### config.mk
export PLATFORM = sky130hd
export DESIGN_NAME = gbn_iou_unit
export DESIGN_NICKNAME = d
export VERILOG_FILES = /design/src/gbn_pkg.sv /design/src/gbn_iou_unit.sv
export SDC_FILE = /design/constraint.sdc
export NUM_CORES = 2
export LEC_CHECK = 0
export BUFFER_PORTS_ARGS = -buffer_cell sky130_fd_sc_hd__buf_2
export CAP_MARGIN = 20
export CORE_AREA = 2 2 254 507
export CTS_CLUSTER_SIZE = 20
export DETAILED_ROUTE_END_ITERATION = 12
export DIE_AREA = 0 0 256 509
export GPL_ROUTABILITY_DRIVEN = 1
export GPL_TIMING_DRIVEN = 0
export HOLD_SLACK_MARGIN = 0.03
export MAX_ROUTING_LAYER = met4
export PLACE_DENSITY_LB_ADDON = 0.12
export SETUP_SLACK_MARGIN = 0.5
export SLEW_MARGIN = 20
export SYNTH_ARGS = -nofsm -noshare
export SYNTH_HDL_FRONTEND = slang
export SYNTH_SLANG_ARGS = --single-unit
export TNS_END_PERCENT = 10
### constraint.sdc
create_clock -name clock -period 24 [get_ports clock]
set_input_delay 2.4 -clock clock [delete_from_list [all_inputs] [get_ports clock]]
set_output_delay 2.4 -clock clock [all_outputs]
set_load 0.05 [all_outputs]
### src/gbn_pkg.sv
// Shared types and constants of the greedy box suppression filter.
package gbn_pkg;

   localparam int COORD_W = 16;
   localparam int SIDE_W  = 17;
   localparam int AREA_W  = 33;
   localparam int UNION_W = 34;
   localparam int THR_W   = 16;
   localparam int KEEP_W  = 9;
   localparam int INDEX_W = 13;
   localparam int RSP_W   = 24;

   localparam logic CSR_THRESHOLD = 1'b0;
   localparam logic CSR_MAX_KEEP  = 1'b1;

   localparam logic [THR_W-1:0]  THRESHOLD_RESET = 16'd45875;
   localparam logic [KEEP_W-1:0] MAX_KEEP_RESET  = 9'd256;

   typedef struct packed {
      logic [COORD_W-1:0] x1;
      logic [COORD_W-1:0] y1;
      logic [COORD_W-1:0] x2;
      logic [COORD_W-1:0] y2;
   } box_type;

   typedef struct packed {
      logic valid;
      logic is_area;
   } op_type;

   typedef struct packed {
      logic valid;
      logic is_area;
      logic hit;
   } res_type;

   typedef enum logic [2:0] {
      S_IDLE = 3'b001,
      S_SCAN = 3'b010,
      S_DONE = 3'b100
   } state_type;

endpackage

### src/gbn_iou_unit.sv
// Pipelined overlap unit: one intersection-over-union threshold test per cycle.
module gbn_iou_unit #(
   parameter int COORD_FRAC_BITS = 4
) (
   input  logic                  clock,
   input  logic                  reset,
   input  logic                  flush,
   input  gbn_pkg::op_type       op,
   input  gbn_pkg::box_type      cur_box,
   input  gbn_pkg::box_type      mem_box,
   input  logic [32:0]           mem_area,
   input  logic [15:0]           threshold,
   output gbn_pkg::res_type      res,
   output logic [32:0]           area
);
   import gbn_pkg::*;

   localparam logic signed [17:0] ONE = 18'sd1 <<< COORD_FRAC_BITS;

   function automatic logic [SIDE_W-1:0] side_len(input logic [COORD_W-1:0] lo,
                                                  input logic [COORD_W-1:0] hi);
      logic signed [17:0] s;
      s = $signed({2'b00, hi}) - $signed({2'b00, lo}) + ONE;
      return (s < 0) ? '0 : s[SIDE_W-1:0];
   endfunction

   op_type               op0_ff, op1_ff, op2_ff, op3_ff, op4_ff;
   logic [SIDE_W-1:0]    iw1_ff, ih1_ff;
   logic [AREA_W-1:0]    karea1_ff, karea2_ff;
   logic [AREA_W-1:0]    prod2_ff, prod3_ff;
   logic [UNION_W-1:0]   uni3_ff;
   logic                 hit4_ff;
   logic [AREA_W-1:0]    area_ff;

   box_type              opnd;
   logic [COORD_W-1:0]   lo_x, lo_y, hi_x, hi_y;
   logic [SIDE_W-1:0]    iw_in, ih_in;
   logic [2*SIDE_W-1:0]  prod_full;
   logic [UNION_W-1:0]   uni_in;
   logic [48:0]          lhs;
   logic [49:0]          rhs;
   logic                 hit_in;

   always_comb begin
      opnd = op0_ff.is_area ? cur_box : mem_box;
      lo_x = (cur_box.x1 > opnd.x1) ? cur_box.x1 : opnd.x1;
      lo_y = (cur_box.y1 > opnd.y1) ? cur_box.y1 : opnd.y1;
      hi_x = (cur_box.x2 < opnd.x2) ? cur_box.x2 : opnd.x2;
      hi_y = (cur_box.y2 < opnd.y2) ? cur_box.y2 : opnd.y2;
      iw_in = side_len(lo_x, hi_x);
      ih_in = side_len(lo_y, hi_y);
      prod_full = iw1_ff * ih1_ff;
      uni_in = {1'b0, karea2_ff} + {1'b0, area_ff} - {1'b0, prod2_ff};
      lhs = {prod3_ff, 16'h0000};
      rhs = threshold * uni3_ff;
      hit_in = {1'b0, lhs} > rhs;
   end

   always_ff @(posedge clock) begin
      if (reset || flush) begin
         op0_ff <= '0;
         op1_ff <= '0;
         op2_ff <= '0;
         op3_ff <= '0;
         op4_ff <= '0;
      end else begin
         op0_ff <= op;
         op1_ff <= op0_ff;
         op2_ff <= op1_ff;
         op3_ff <= op2_ff;
         op4_ff <= op3_ff;
      end
   end

   always_ff @(posedge clock) begin
      iw1_ff    <= iw_in;
      ih1_ff    <= ih_in;
      karea1_ff <= mem_area;
      karea2_ff <= karea1_ff;
      prod2_ff  <= prod_full[AREA_W-1:0];
      prod3_ff  <= prod2_ff;
      uni3_ff   <= uni_in;
      hit4_ff   <= hit_in;
      if (op1_ff.valid && op1_ff.is_area) begin
         area_ff <= prod_full[AREA_W-1:0];
      end
   end

   always_comb begin
      res.valid   = op4_ff.valid;
      res.is_area = op4_ff.is_area;
      res.hit     = hit4_ff;
   end

   assign area = area_ff;

endmodule

==> reports/metrics.cfg <==
[synth]
seq_area_frac_synth=0.1294
ys_top_cells_by_count=inv_1, fa_1, nand2_1
yosysWarnings=0
ys_seq_elements=244
synthDistinctLibCells=91
synth_ff_type=dfxtp_1
netlist_instances=4487
avgSynthCellArea_um2=8.983
synth_fa_ha_area_frac=0.4704
synth_simple_gate_area_frac=0.1498
synth.mux.area_fraction=0.03027
ys_async_sr_fraction=0
synth-xor-area-share=0.02955
synth.top_cell.area_share=0.3497
synth_top_family_by_area=adder cells
synth_area_um2=40310
synth_area_leaders=fa_1, ha_1, dfxtp_1, inv_1, nand2_1
synth_fp_nets=5762
synth.most_common_cell=inv_1
yosysTopAreaCell=fa_1
synth-compound-area-share=0.08297
synth_edf_count=33

[job]
drv_cap=0

[sta]
tns_ns=0
rsz0062_at_grt=no
relSlewSlack=0.1651
clock.fmax_ghz=0.07211
min_period_ns=13.87
worst_slack_ns=10.13
skew_ns=0.02539
setup_viol=0
hold_viol=0
worst_pin_slew_ns=1.252
timing.hold.ws_ns=0.3115
post-route-period-util=0.5778
slew_violations=0

[route]
vias_per_cell=4.736
dr.pass1.iters=5
postRouteAntennaNets=0
detail_route.wl_per_cell_um=20.95
first_iter_violations=1095
wl_mm=134.9
drc_errors=0
vias=30490

[setup_path]
rrSetupSlack_ns=11.99
cp_num_buf_inv=9
crit_path_start_kind=input pin
r2r_cells=34
arrival_ns=14.31
crit_path_start=threshold[8]
critical_path_depth=35
end_kind=register
critPathRequiredTime_ns=24.45
cp_top_family=adder cells
crit_slowest_cell=clkbuf_1
crit_type=in2reg
cp_max_fo=10
critical_path.endpoint=hit4_ff
r2r_end=hit4_ff
cpPeakStageDelay_ns=0.77
reg2reg_from=uni3_ff[5]

[global_route]
busiest_layer=met2
grt_pass1_wl_mm=203.7
overflow=0
grt_pass1_vias=33880
use_met1=0.1858
grt_use_met3=0.01588
grt_util_all_layers=0.2164
met2_usage=0.4435
grt_antenna_before_repair=10
grt_max_degree=26

[clock_tree]
cts.path.max_buffers=3
postCtsResizedCells=0
cts.sinks=244
cts_root_buffer=clkbuf_16
h-tree-depth=1
postCtsSetupBuffers=0
cts.clk_slew.worst_paths_ns=0.08
tritoncts.num_buffers=24
ctsHoldBuffers=0
tritoncts=done
clk_latency_ns=0.59

[final_layout]
areaGrowthSynthToFinish_pct=10.14
drive_above_1_share=0.07164
n_fill_cell=13370
utilization=0.3506
nNetsFinal=6003
multi_input_area_um2=30760
regArea_um2=5215

[floorplan]
die_y_um=509
die_w_um=256
ios=218
coreArea_um2=126600
dieArea_um2=130300
rows=185
initial_core_util=0.3183

[hold_path]
hold_path_class=reg2reg
holdPathStages=0

[status]
status=finished, final reports clean

[placed_design]
gp_congestion=0.9527
port_buffers=213
dp_hpwl_mm=120.0
pre_cts_ws_ns=9.320

==> kinds of logic (layout without fill, tap and decap cells) <==
family | Yosys count | in the layout
AND/OR/NAND/NOR | 1254 | 1254
buffers and inverters | 1143 | 1402
adder cells (fa/ha/maj) | 1093 | 1093
AO/OA/AOI/OAI | 500 | 500
flip-flops | 244 | 244
XOR/XNOR | 136 | 136
multiplexers | 117 | 117
other | 0 | 8
==> routing by layer <==
layer,vias up,part of all wire
met5,-,0
met4,0,0.075
met3,260,0.027
met2,600,0.58
met1,15290,0.32
li1,14340,-
==> metrics by stage <==
stage / cell area (µm²) / instances
2_1_floorplan: 40310 / 4487
3_3_place_gp: 43480 / 6383
3_5_place_dp: 43520 / 6385
4_1_cts: 44380 / 6429
5_1_grt: 44390 / 6436
6_report: 44400 / 6437
==> registers in the layout, summed over array words and instances (netlist names) <==
name / count
res: 2
prod2_ff: 33
area: 33
op1_ff: 2
uni3_ff: 34
hit4_ff: 1
op3_ff: 2
op2_ff: 2
op0_ff: 2
ih1_ff: 17
prod3_ff: 33
karea2_ff: 33
karea1_ff: 33
iw1_ff: 17
==> worst min-delay path by stage <==
stage / to / startpoint / slack (ns)
6_report: karea2_ff[10] / karea1_ff[10] / 0.31
5_1_grt: karea2_ff[2] / karea1_ff[2] / 0.32
4_1_cts: karea2_ff[10] / karea1_ff[10] / 0.31
3_5_place_dp: karea2_ff[13] / karea1_ff[13] / 0.31
3_3_place_gp: karea2_ff[32] / karea1_ff[32] / 0.31
2_1_floorplan: karea2_ff[0] / karea1_ff[0] / 0.31
==> layout make-up <==
cell class,instances,area share
antenna,8,0.0004509
clock buffer,26,0.01370
timing repair buffer,215,0.02472
sequential,244,0.1175
tap,1683,0.04743
multi-input combinational,3100,0.6929
clock inverter,18,0.005496
inverter,967,0.08176
buffer,176,0.01612
==> layout by cell type (no fill, tap or decap), types with 86 or more instances in the layout <==
master and instances:
inv_1 967, fa_1 704, nand2_1 636, ha_1 389, and2_1 299, buf_2 216
dfxtp_1 211, clkbuf_1 160, a21oi_1 154, nor2_1 119, xnor2_1 87, a21o_1 86
Power is left out: the tool's default activity adds up to more than one toggle a clock period on the data nets, which glitch-free logic cannot reach.
